`config.mk`:
```
export PLATFORM = sky130hd
export DESIGN_NAME = ffha_ctrl
export DESIGN_NICKNAME = d
export VERILOG_FILES = /design/src/sv/ffha_pkg.sv /design/src/sv/ffha_ctrl.sv
export SDC_FILE = /design/constraint.sdc
export NUM_CORES = 1
export LEC_CHECK = 0
export BUFFER_PORTS_ARGS = -buffer_cell sky130_fd_sc_hd__buf_4
export CORE_MARGIN = 10
export CORE_UTILIZATION = 46
export DETAILED_ROUTE_END_ITERATION = 10
export GPL_TIMING_DRIVEN = 0
export PLACE_DENSITY = 0.75
export SYNTH_ARGS = -nofsm -noshare
export SYNTH_HDL_FRONTEND = slang
export SYNTH_SLANG_ARGS = --single-unit
export TNS_END_PERCENT = 5
```
`constraint.sdc`:
```
create_clock -name aclk -period 1.8 [get_ports aclk]
set_input_delay 0 -clock aclk [delete_from_list [all_inputs] [get_ports aclk]]
set_output_delay 0 -clock aclk [all_outputs]
set_load 0.05 [all_outputs]
```
`src/sv/ffha_pkg.sv`:
```
// ----------------------------------------------------------------------------
// ffha_pkg
// Shared types and codes for the first-fit heap allocator.
// ----------------------------------------------------------------------------
package ffha_pkg;

    localparam logic [1:0] ACT_ALLOC = 2'd0;
    localparam logic [1:0] ACT_FREE  = 2'd1;
    localparam logic [1:0] ACT_INIT  = 2'd2;

    localparam logic [1:0] ST_DONE   = 2'd0;
    localparam logic [1:0] ST_NOFIT  = 2'd1;
    localparam logic [1:0] ST_NULL   = 2'd2;

    typedef struct packed {
        logic [1:0]  action;
        logic [13:0] alloc_size;
        logic [12:0] block_address;
    } ffha_in_t;

    typedef struct packed {
        logic [12:0] address;
        logic [1:0]  status;
    } ffha_out_t;

    typedef enum logic [3:0] {
        OP_NOP, OP_LOAD, OP_INIT, OP_RD_B, OP_RD_NX, OP_CUR, OP_MARKF,
        OP_MERGE, OP_TAKE, OP_SPLIT, OP_ADV, OP_PUSH
    } dp_op_t;

    typedef enum logic [1:0] {
        RES_OK, RES_FAIL, RES_NULL, RES_ADDR
    } res_t;

    typedef struct packed {
        dp_op_t op;
        logic   res_load;
        res_t   res;
    } ffha_cmd_t;

    typedef struct packed {
        logic [1:0] act;
        logic       formatted;
        logic       addr_null;
        logic       free_out;
        logic       cur_merge;
        logic       rd_free;
        logic       fit;
        logic       split;
        logic       b_in;
        logic       out_busy;
    } ffha_sts_t;

endpackage

```
`src/sv/ffha_ctrl.sv`:
```
// ----------------------------------------------------------------------------
// ffha_ctrl
// Sequencer for init, allocate walk with forward merging, and free.
// ----------------------------------------------------------------------------
module ffha_ctrl import ffha_pkg::*; (
    input  logic      aclk,
    input  logic      aresetn,
    input  logic      s_valid,
    output logic      s_ready,
    input  ffha_sts_t sts,
    output ffha_cmd_t cmd
);

    typedef enum logic [9:0] {
        S_IDLE  = 10'b0000000001,
        S_DISP  = 10'b0000000010,
        S_CUR   = 10'b0000000100,
        S_FCUR  = 10'b0000001000,
        S_MRG   = 10'b0000010000,
        S_NX    = 10'b0000100000,
        S_FIT   = 10'b0001000000,
        S_SPLIT = 10'b0010000000,
        S_NEXT  = 10'b0100000000,
        S_RESP  = 10'b1000000000
    } state_t;

    state_t state_reg, state_next;

    assign s_ready = (state_reg == S_IDLE);

    always_comb begin
        state_next   = state_reg;
        cmd.op       = OP_NOP;
        cmd.res_load = 1'b0;
        cmd.res      = RES_OK;
        case (state_reg)
            S_IDLE: begin
                if (s_valid) begin
                    cmd.op     = OP_LOAD;
                    state_next = S_DISP;
                end
            end
            S_DISP: begin
                cmd.res_load = 1'b1;
                state_next   = S_RESP;
                case (sts.act)
                    ACT_INIT: cmd.op = OP_INIT;
                    ACT_ALLOC: begin
                        if (!sts.formatted) begin
                            cmd.res = RES_FAIL;
                        end else begin
                            cmd.op     = OP_RD_B;
                            state_next = S_CUR;
                        end
                    end
                    ACT_FREE: begin
                        if (sts.addr_null) begin
                            cmd.res = RES_NULL;
                        end else if (sts.formatted && !sts.free_out) begin
                            cmd.op     = OP_RD_B;
                            state_next = S_FCUR;
                        end
                    end
                    default: ;
                endcase
            end
            S_CUR: begin
                cmd.op     = OP_CUR;
                state_next = S_MRG;
            end
            S_FCUR: begin
                cmd.op     = OP_MARKF;
                state_next = S_MRG;
            end
            S_MRG: begin
                if (sts.cur_merge) begin
                    cmd.op     = OP_RD_NX;
                    state_next = S_NX;
                end else begin
                    state_next = (sts.act == ACT_ALLOC) ? S_FIT : S_RESP;
                end
            end
            S_NX: begin
                if (sts.rd_free) begin
                    cmd.op     = OP_MERGE;
                    state_next = S_MRG;
                end else begin
                    state_next = (sts.act == ACT_ALLOC) ? S_FIT : S_RESP;
                end
            end
            S_FIT: begin
                if (sts.fit) begin
                    cmd.op       = OP_TAKE;
                    cmd.res_load = 1'b1;
                    cmd.res      = RES_ADDR;
                    state_next   = sts.split ? S_SPLIT : S_RESP;
                end else begin
                    cmd.op     = OP_ADV;
                    state_next = S_NEXT;
                end
            end
            S_SPLIT: begin
                cmd.op     = OP_SPLIT;
                state_next = S_RESP;
            end
            S_NEXT: begin
                if (sts.b_in) begin
                    cmd.op     = OP_RD_B;
                    state_next = S_CUR;
                end else begin
                    cmd.res_load = 1'b1;
                    cmd.res      = RES_FAIL;
                    state_next   = S_RESP;
                end
            end
            S_RESP: begin
                if (!sts.out_busy) begin
                    cmd.op     = OP_PUSH;
                    state_next = S_IDLE;
                end
            end
            default: state_next = S_IDLE;
        endcase
    end

    always_ff @(posedge aclk) begin
        if (!aresetn) begin
            state_reg <= S_IDLE;
        end else begin
            state_reg <= state_next;
        end
    end

endmodule

```
==> flow_metrics.tcl, run 1 <==
set metrics [dict create \
    grt_first_pass_wirelength_mm 4.54 \
    die_area_sq_mm 0.00416 \
    yosysSeqAreaShare_pct 22.0 \
    drc 0 \
    path_clk_slew_ps 70 \
    fin_area_sq_mm 0.00131 \
    ir_drop_v 0.000489 \
    drive_gt1_share_pct 36.8 \
    fin_ws_ps -102 \
    start_util_pct 47.3 \
    min_path_type "primary input to flip-flop" \
    area_growth_pct 43.6 \
    final_max_slew_viol_count 0 \
    htreeDepth 1 \
    grt_max_degree 11 \
    cp-end-kind "output pin" \
    worstRegToRegCells 8 \
    drt_iter0_markers 45 \
    first_global_vias 996 \
    synth_area_sq_um 910 \
    power_mw 0.594 \
    outcome "finished with violations" \
    finalNetCount 171 \
    wl_mm 2.72 \
    wire_per_inst_microns 14.9 \
    clock_sinks 10 \
    postPlaceCellArea_sq_mm 0.00111 \
    final.setup.tns_ps -181 \
    num_io_pins 22 \
    period_share_pct 106 \
    clockBufferDepth 2 \
    firstDrtPassIters 4 \
    worstMarginPinSlew_ps 394 \
    synth_warnings 0 \
    largest_reg_flops 10 \
    crit_fanout 5 \
    ys_ff_latch 10 \
    path_class "flip-flop to output pin" \
    gr-usage-all-layers_pct 13.3 \
    slew-limit-headroom_pct 73.7 \
    drtAntennaViolNets 0 \
    tritoncts "done" \
    startpoint_type "flip-flop" \
    period_minus_slack_ps 1900 \
    dieWidth_microns 64.5 \
    maxCapViolCount 0 \
    max_freq_mhz 526 \
    final_cell_mix "buf_4 (23), nor2_1 (13), nand2_1 (12)" \
    p_per_area_mw_per_mm2 455 \
    yosys.area.top_type "dfxtp_1" \
    dpl.hpwl_mm 1.94 \
    gp_congestion 0.861 \
    hold_violations 0 \
    leakage_nw 0.545 \
    clkLatencyLatePin_ps 280 \
    hold_depth 3 \
    yosysUniqueCellTypes 48 \
    num_vias 1045 \
    yosys.area.top_type_share_pct 22.0 \
    rsz0062_at_grt "true" \
    vias_per_cell 5.74 \
    die_h_microns 64.5 \
    cts_buffers 3 \
    critPathRequiredTime_ps 1800 \
    synthTopCellsByArea "dfxtp_1 (22%), nor2_1 (6.2%), nand2_1 (5.0%)" \
    violations "setup timing" \
    clock_skew_ps 9.10 \
    syn_inst 121 \
    coreArea_sq_mm 0.00192 \
    async_flop_share_pct 0 \
    num_rows 16 \
    grt_overflow 0 \
    ys.flop_type "dfxtp_1" \
    finalSetupViolations 4 \
    antenna_found_initial 0 \
    final_common_cell "buf_4" \
    critPathArrivalTime_ps 1900 \
    avgSynthCellArea_sq_um 7.52 \
    io_buffers 20 \
    diodes 0 \
    synth_edf_count 0 \
    cts_root_buf "clkbuf_4" \
    syn_nets 135 \
]
-- area by class of cell --
cell class                 instances  area, sq um
timing repair buffer              34          297
multi-input combinational        100          704
buffer                             5         32.5
tap                               27         33.8
fill                             177          616
sequential                        10          205
clock buffer                       3         22.5
inverter                           3         11.3
-- worst max-delay path, stage by stage, from the launching register on --
cell	delay, ps
dfxtp_2	350
nor4_4	260
buf_4	190
nand2_4	80
or4_4	450
o41ai_4	80
buf_6	210
-- final timing paths --
path / startpoint / endpoint / slack, ps
worst min register to register: state_reg[4]$_SDFFE_PN0P_ / state_reg[5]$_SDFFE_PN0P_ / 560
worst max-delay path: state_reg[3]$_SDFFE_PN0P_ / cmd[0] / -100
worst max register to register: state_reg[8]$_SDFFE_PN0P_ / state_reg[9]$_SDFFE_PN0P_ / 110
worst min-delay path: sts[8] / state_reg[2]$_SDFFE_PN0P_ / 10
-- report_power, final --
part / internal (mW) / switching [mW] / leakage, nW
registers: 0.227 / 0.0136 / 0.0831
logic: 0.0960 / 0.103 / 0.448
clock network: 0.0773 / 0.0776 / 0.0138
-- metrics by stage --
stage	std cells	setup slack [ps]	util (%)	hold WS, ps
after global routing	182	-157	68.0	43.6
after floorplan	121	-0.574	-	72.4
after CTS	182	-74.3	65.6	9.03
after detailed placement	168	-101	57.9	224
final	182	-102	68.0	13.7
after global placement	168	-68.1	57.9	222
-- cell families after synthesis --
group           Yosys count  share of synthesized area, %
buf+inv                  11                          6.60
mux                       1                          1.10
simple gates             68                          46.2
xor+xnor                  3                          2.89
flops                    10                          22.0
compound gates           28                          21.2
-- per-layer routing --
layer  GRT usage (%)  share of wire, %  vias up
met4            4.81               1.3        0
met1            15.3                43      486
met5               0                 0        -
met2            21.9                49       38
met3            4.98               6.7        5
li1                -                 -      516
-- Yosys cell counts (2+ instances only) --
| cell | n |
|---|---|
| a21oi_1 | 4 |
| a31oi_1 | 2 |
| and3_1 | 2 |
| and3_2 | 3 |
| buf_2 | 3 |
| buf_6 | 2 |
| clkbuf_1 | 3 |
| dfxtp_1 | 10 |
| inv_1 | 2 |
| nand2_1 | 12 |
| nand2b_1 | 2 |
| nand3_1 | 3 |
| nand4_1 | 3 |
| nor2_1 | 15 |
| nor2b_1 | 4 |
| nor3_1 | 6 |
| nor4_1 | 3 |
| nor4_4 | 2 |
| nor4b_1 | 2 |
| o21a_1 | 2 |
| o21ai_0 | 5 |
| o22ai_1 | 3 |
| o31a_1 | 2 |
| xnor2_1 | 2 |
-- timing repair --
action,CTS,global route
endpoints found under the hold margin,6,0
gates resized for setup,10,10
hold buffers,6,0
setup endpoints to repair,7,8
buffers inserted,8,0
pin swaps,6,3
Power figures use the tool's default switching activity.
==> run 2, diff against run 1 <==
CELL_PAD_IN_SITES_DETAIL_PLACEMENT = 0   (was unset)
CELL_PAD_IN_SITES_GLOBAL_PLACEMENT = 1   (was unset)
CORE_UTILIZATION = 37   (was 46)
PLACE_DENSITY = 0.82   (was 0.75)
==> run 2 against run 1 <==
  * The run still ends with setup timing left
  * Die area grew 16%
  * Worst setup slack improved by 45 ps
  * Total power is 3.2% lower
  * Clock skew about the same
  * Flip-flop and latch count did not move
  * Non-clock buffer count fell by 1
  * Worst hold slack lost 4.5 ps
  * Count of clock-buffer cells in the layout stayed put
  * Sequential share of layout area grew 0.32 points
  * Register-to-register slack improved by 140 ps
  * Cell area down 2.0%
  * Critical endpoint unchanged
  * Largest power group unchanged
==> flow_metrics.tcl, run 2 (same netlist as run 1, synthesis figures left out) <==
set metrics [dict create \
    outcome "finished with violations" \
    violations "setup timing" \
    clkLatencyLatePin_ps 260 \
    max_stage_delay_ps 450 \
    htreeDepth 1 \
    cp_slowest_cell "or4_4" \
    hp-start "sts[8]" \
    period_minus_slack_ps 1860 \
    drc 0 \
    clockBufferDepth 2 \
    slew-limit-headroom_pct 73.2 \
    die_area_sq_mm 0.00484 \
    crit_path_frequent_cell "buf_6" \
    first_global_vias 1018 \
    drt_iter0_markers 52 \
    clock_skew_ps 9.36 \
    io_buffers 20 \
    fin_area_sq_mm 0.00128 \
    min_to "state_reg[2]$_SDFFE_PN0P_" \
    path_clk_slew_ps 70 \
    drtAntennaViolNets 0 \
    tritoncts "done" \
    drive_gt1_share_pct 35.1 \
    cts_root_buf "clkbuf_4" \
    final_cell_mix "buf_4 (22), nor2_1 (14), nand2_1 (12), buf_6 (9)" \
    grt_overflow 0 \
    vias_per_cell 5.54 \
    diodes 0 \
    r2r_start "state_reg[6]$_SDFFE_PN0P_" \
    dieWidth_microns 69.6 \
    dpl.hpwl_mm 1.97 \
    fin_ws_ps -57.6 \
    maxCapViolCount 0 \
    crit_fanout 5 \
    wire_per_inst_microns 14.4 \
    area_growth_pct 40.7 \
    holdWs_ps 9.19 \
    start_util_pct 40.0 \
    rsz0062_at_grt "true" \
    hold_violations 0 \
    clock_sinks 10 \
    gr-usage-all-layers_pct 10.2 \
    num_rows 17 \
    gp_congestion 0.875 \
    startpoint_type "flip-flop" \
    critPathArrivalTime_ps 1860 \
    pre_cts_slack_ps -59.1 \
    grt_first_pass_wirelength_mm 4.33 \
    critPathRequiredTime_ps 1800 \
    min_path_type "primary input to flip-flop" \
    firstDrtPassIters 4 \
    worstMarginPinSlew_ps 402 \
    placed_cells 169 \
    ir_drop_v 0.000317 \
    reg2reg_to "state_reg[9]$_SDFFE_PN0P_" \
    cp-end-kind "output pin" \
    wl_mm 2.61 \
    path_class "flip-flop to output pin" \
    finalSetupViolations 5 \
    final_cells 182 \
    leakage_nw 0.543 \
    antenna_found_initial 0 \
    fillers 220 \
    die_h_microns 69.6 \
    postPlaceCellArea_sq_mm 0.00111 \
    cts_buffers 3 \
    worstRegToRegCells 7 \
    crit_chain "buf_6, nor4_4, buf_6, nand2_4, or4_4, o41ai_4, buf_6" \
    final_max_slew_viol_count 0 \
    p_per_area_mw_per_mm2 450 \
    num_io_pins 22 \
    hold_depth 3 \
    grt_max_degree 11 \
    largest_reg_flops 10 \
    max_freq_mhz 538 \
    final_common_cell "buf_4" \
    period_share_pct 103 \
    power_mw 0.575 \
    coreArea_sq_mm 0.00228 \
    r2r_slack_ps 250 \
    num_vias 1008 \
    finalNetCount 170 \
]
## run 2: cell count changes in the layout (fill, tap and decap cells not counted), sizes merged
cell	change
dlygate4sd3	-1
## run 2: repair_timing
action | CTS | global route
pin swaps | 4 | 5
endpoints found under the hold margin | 5 | 0
setup endpoints to repair | 5 | 6
setup buffers | 7 | 0
hold buffers | 5 | 0
resized for setup | 8 | 9
## run 2: area by class of cell
type	instances	area, sq um	share of cell area, %
Buffer	6	46.3	3.62
Clock buffer	3	22.5	1.76
Inverter	3	11.3	0.880
Multi-Input combinational cell	100	681	53.2
Sequential cell	10	205	16.0
Tap cell	28	35.0	2.74
Timing Repair Buffer	32	279	21.8
## run 2: worst max path at each step
stage	from	end	slack (ps)	cells past startpoint
after floorplan	state_reg[5]$_SDFFE_PN0P_	cmd[2]	-0.6	5
after global placement	state_reg[5]$_SDFFE_PN0P_	cmd[0]	-70	6
after detailed placement	state_reg[7]$_SDFFE_PN0P_	cmd[1]	-60	6
after CTS	state_reg[5]$_SDFFE_PN0P_	cmd[0]	-50	7
after global routing	state_reg[5]$_SDFFE_PN0P_	cmd[0]	-140	7
final	state_reg[5]$_SDFFE_PN0P_	cmd[0]	-60	7
## run 2: routing by layer
layer	vias up	global-route usage [%]	wire (microns)
li1	515	-	-
met1	470	11.9	1190
met2	21	17.4	1280
met3	2	1.43	117
met4	0	5.32	23
met5	-	0	0
## run 2: power breakdown
group / switching (mW) / internal (mW) / leakage (nW) / total, mW
sequential: 0.0118 / 0.226 / 0.0831 / 0.238
combinational: 0.0985 / 0.0832 / 0.446 / 0.182
clock: 0.0785 / 0.0771 / 0.0138 / 0.156
total: 0.189 / 0.387 / 0.543 / 0.575
## run 2: per-stage QoR
step                TNS, ps  utilization [%]
floorplan            -0.574                -
global placement       -172             48.9
detailed placement     -120             48.9
CTS                    -164             55.0
global route           -622             56.2
finish                 -166             56.2
## run 2: critical path, delay by kind of cell (launching register included)
family                 cells  cell delay (ps)
AO/OA/AOI/OAI              1               70
buffers and inverters      3              480
flip-flops                 1              320
AND/OR/NAND/NOR            3              730
==> run 3, diff against run 2 <==
CORE_UTILIZATION = 39   (was 37)
CTS_BUF_LIST = sky130_fd_sc_hd__clkbuf_4   (was unset)
PLACE_DENSITY = 0.86   (was 0.82)
REMOVE_ABC_BUFFERS = 1   (was unset)
==> run 3 against run 2 <==
  * The flow still finishes with violations (setup timing)
  * Worst hold slack improved by 16 ps
  * Maximum frequency shrank 0.75%
  * Global-route usage grew 2.3 points
  * Worst setup slack worse by 14 ps
  * Sequential power about the same
  * Register-to-register slack got worse by 100 ps
  * Combinational power is essentially flat
  * First-iteration DRC count rose by 38%
  * Die area fell by 3.7%
  * Utilization grew 0.83 points
  * Highest routed layer unchanged
==> flow_metrics.tcl, run 3 (same netlist as run 1, synthesis figures left out) <==
set metrics [dict create \
    outcome "finished with violations" \
    start_util_pct 41.1 \
    cts_buffers 3 \
    firstDrtPassIters 4 \
    antenna_found_initial 0 \
    drive_gt1_share_pct 36.4 \
    diodes 0 \
    clkLatencyLatePin_ps 280 \
    path_clk_slew_ps 90 \
    crit_fanout 4 \
    cp_top_family "simple AND/OR/NAND/NOR gates" \
    largest_reg_flops 10 \
    finalSetupViolations 4 \
    area_growth_pct 38.8 \
    cts_root_buf "clkbuf_4" \
    crit_path_frequent_cell "buf_4" \
    drc 0 \
    final_max_slew_viol_count 0 \
    slew-limit-headroom_pct 78.5 \
    grt_max_degree 13 \
    drtAntennaViolNets 0 \
    p_per_area_mw_per_mm2 474 \
    startpoint "state_reg[3]$_SDFFE_PN0P_" \
    die_h_microns 68.3 \
    worstMarginPinSlew_ps 321 \
    placed_cells 162 \
    die_area_sq_mm 0.00466 \
    final_cell_mix "buf_4 (26), nor2_1 (13), nand2_1 (12), dlygate4sd3_1 (8)" \
    crit_buf_inv 2 \
    path_class "flip-flop to output pin" \
    wl_mm 2.78 \
    num_io_pins 22 \
    crit_end "cmd[0]" \
    dpl.hpwl_mm 1.93 \
    dieWidth_microns 68.3 \
    grt_overflow 0 \
    htreeDepth 1 \
    hold_violations 0 \
    first_global_vias 1032 \
    period_share_pct 104 \
    r2r_start "state_reg[6]$_SDFFE_PN0P_" \
    clockBufferDepth 2 \
    gp_congestion 0.864 \
    num_vias 1053 \
    r2r_slack_ps 150 \
    drt_iter0_markers 72 \
    ir_drop_v 0.000295 \
    holdWs_ps 24.9 \
    gr-usage-all-layers_pct 12.5 \
    pre_cts_slack_ps -96.9 \
    fin_ws_ps -71.6 \
    reg2reg_to "state_reg[9]$_SDFFE_PN0P_" \
    max_freq_mhz 534 \
    startpoint_type "flip-flop" \
    cp.depth 6 \
    coreArea_sq_mm 0.00221 \
    clock_sinks 10 \
    vias_per_cell 5.79 \
    num_rows 17 \
    tritoncts "done" \
    cp-end-kind "output pin" \
    final_common_cell "buf_4" \
    period_minus_slack_ps 1870 \
    crit_chain "nor4_4, buf_4, nand2_4, or4_4, o41ai_2, buf_4" \
    critPathRequiredTime_ps 1800 \
    cp_slowest_cell "or4_4" \
    final_cells 182 \
    maxCapViolCount 0 \
    violations "setup timing" \
    clock_skew_ps 13.2 \
    max_stage_delay_ps 430 \
    grt_first_pass_wirelength_mm 4.71 \
    finalNetCount 169 \
    critPathArrivalTime_ps 1870 \
    fillers 225 \
    final.setup.tns_ps -115 \
    min_path_type "primary input to flip-flop" \
    io_buffers 21 \
    rsz0062_at_grt "true" \
    wire_per_inst_microns 15.3 \
    worstRegToRegCells 7 \
    leakage_nw 0.523 \
]
[run 3: cell types whose count changed in the layout (fill, tap and decap cells not counted), moves of 2 or more]
cell and change:
buf_4 +4, buf_6 -6, dfxtp_1 -5, dfxtp_2 +2, dfxtp_4 +3, dlygate4sd3_1 +3
[run 3: worst register-to-register path, stage by stage, from the launching register on]
cell	delay [ps]
dfxtp_2	400
nor4_4	320
buf_4	170
buf_4	140
nand3_1	70
nor3_1	250
a211o_1	140
o21a_1	100
[run 3: layout make-up]
| cell class | count | area (sq um) | share of cell area [%] |
|---|---|---|---|
| clock buffers | 3 | 22.5 | 1.78 |
| clock inverters | 1 | 3.75 | 0.297 |
| repair buffers | 37 | 309 | 24.5 |
| flip-flops and latches | 10 | 219 | 17.3 |
| inverters | 3 | 11.3 | 0.892 |
| multi-input cells | 100 | 662 | 52.4 |
| well taps | 28 | 35.0 | 2.78 |
[run 3: per-stage QoR]
step	instance area (sq um)	utilization, %	total power, mW
floorplan	861	-	0.335
detailed placement	1050	47.6	0.398
global route	1260	57.1	0.631
CTS	1260	56.9	0.591
global placement	1050	47.6	0.395
finish	1260	57.1	0.599
[run 3: where the power goes]
| group | internal (mW) | total, mW | switching, mW | leakage (nW) |
|---|---|---|---|---|
| combinational | 0.0874 | 0.185 | 0.0980 | 0.421 |
| sequential | 0.222 | 0.237 | 0.0142 | 0.0864 |
| clock | 0.0803 | 0.177 | 0.0967 | 0.0154 |
| total | 0.390 | 0.599 | 0.209 | 0.523 |
[run 3: layer usage]
metal	wire length, microns	GRT usage [%]
met1	1240	14.9
met2	1360	21.6
met3	178	4.40
met4	9	1.76
met5	0	0
[run 3: how the worst min path moves through the flow]
stage / from / endpoint / slack [ps] / cells after the start
3_3_place_gp: sts[3] / state_reg[8]$_SDFFE_PN0P_ / 220 / 2
2_1_floorplan: sts[3] / state_reg[8]$_SDFFE_PN0P_ / 70 / 1
5_1_grt: sts[1] / state_reg[2]$_SDFFE_PN0P_ / 40 / 3
4_1_cts: sts[1] / state_reg[2]$_SDFFE_PN0P_ / 30 / 3
3_5_place_dp: sts[3] / state_reg[8]$_SDFFE_PN0P_ / 220 / 2
6_report: sts[1] / state_reg[2]$_SDFFE_PN0P_ / 20 / 3
[run 3: repair_timing]
| action | CTS | global route |
|---|---|---|
| hold buffers | 8 | 0 |
| hold endpoints to repair | 7 | 0 |
| resized for setup | 16 | 2 |
| setup buffers | 8 | 0 |
| pin swaps | 5 | 0 |
| endpoints found under the setup margin | 8 | 5 |
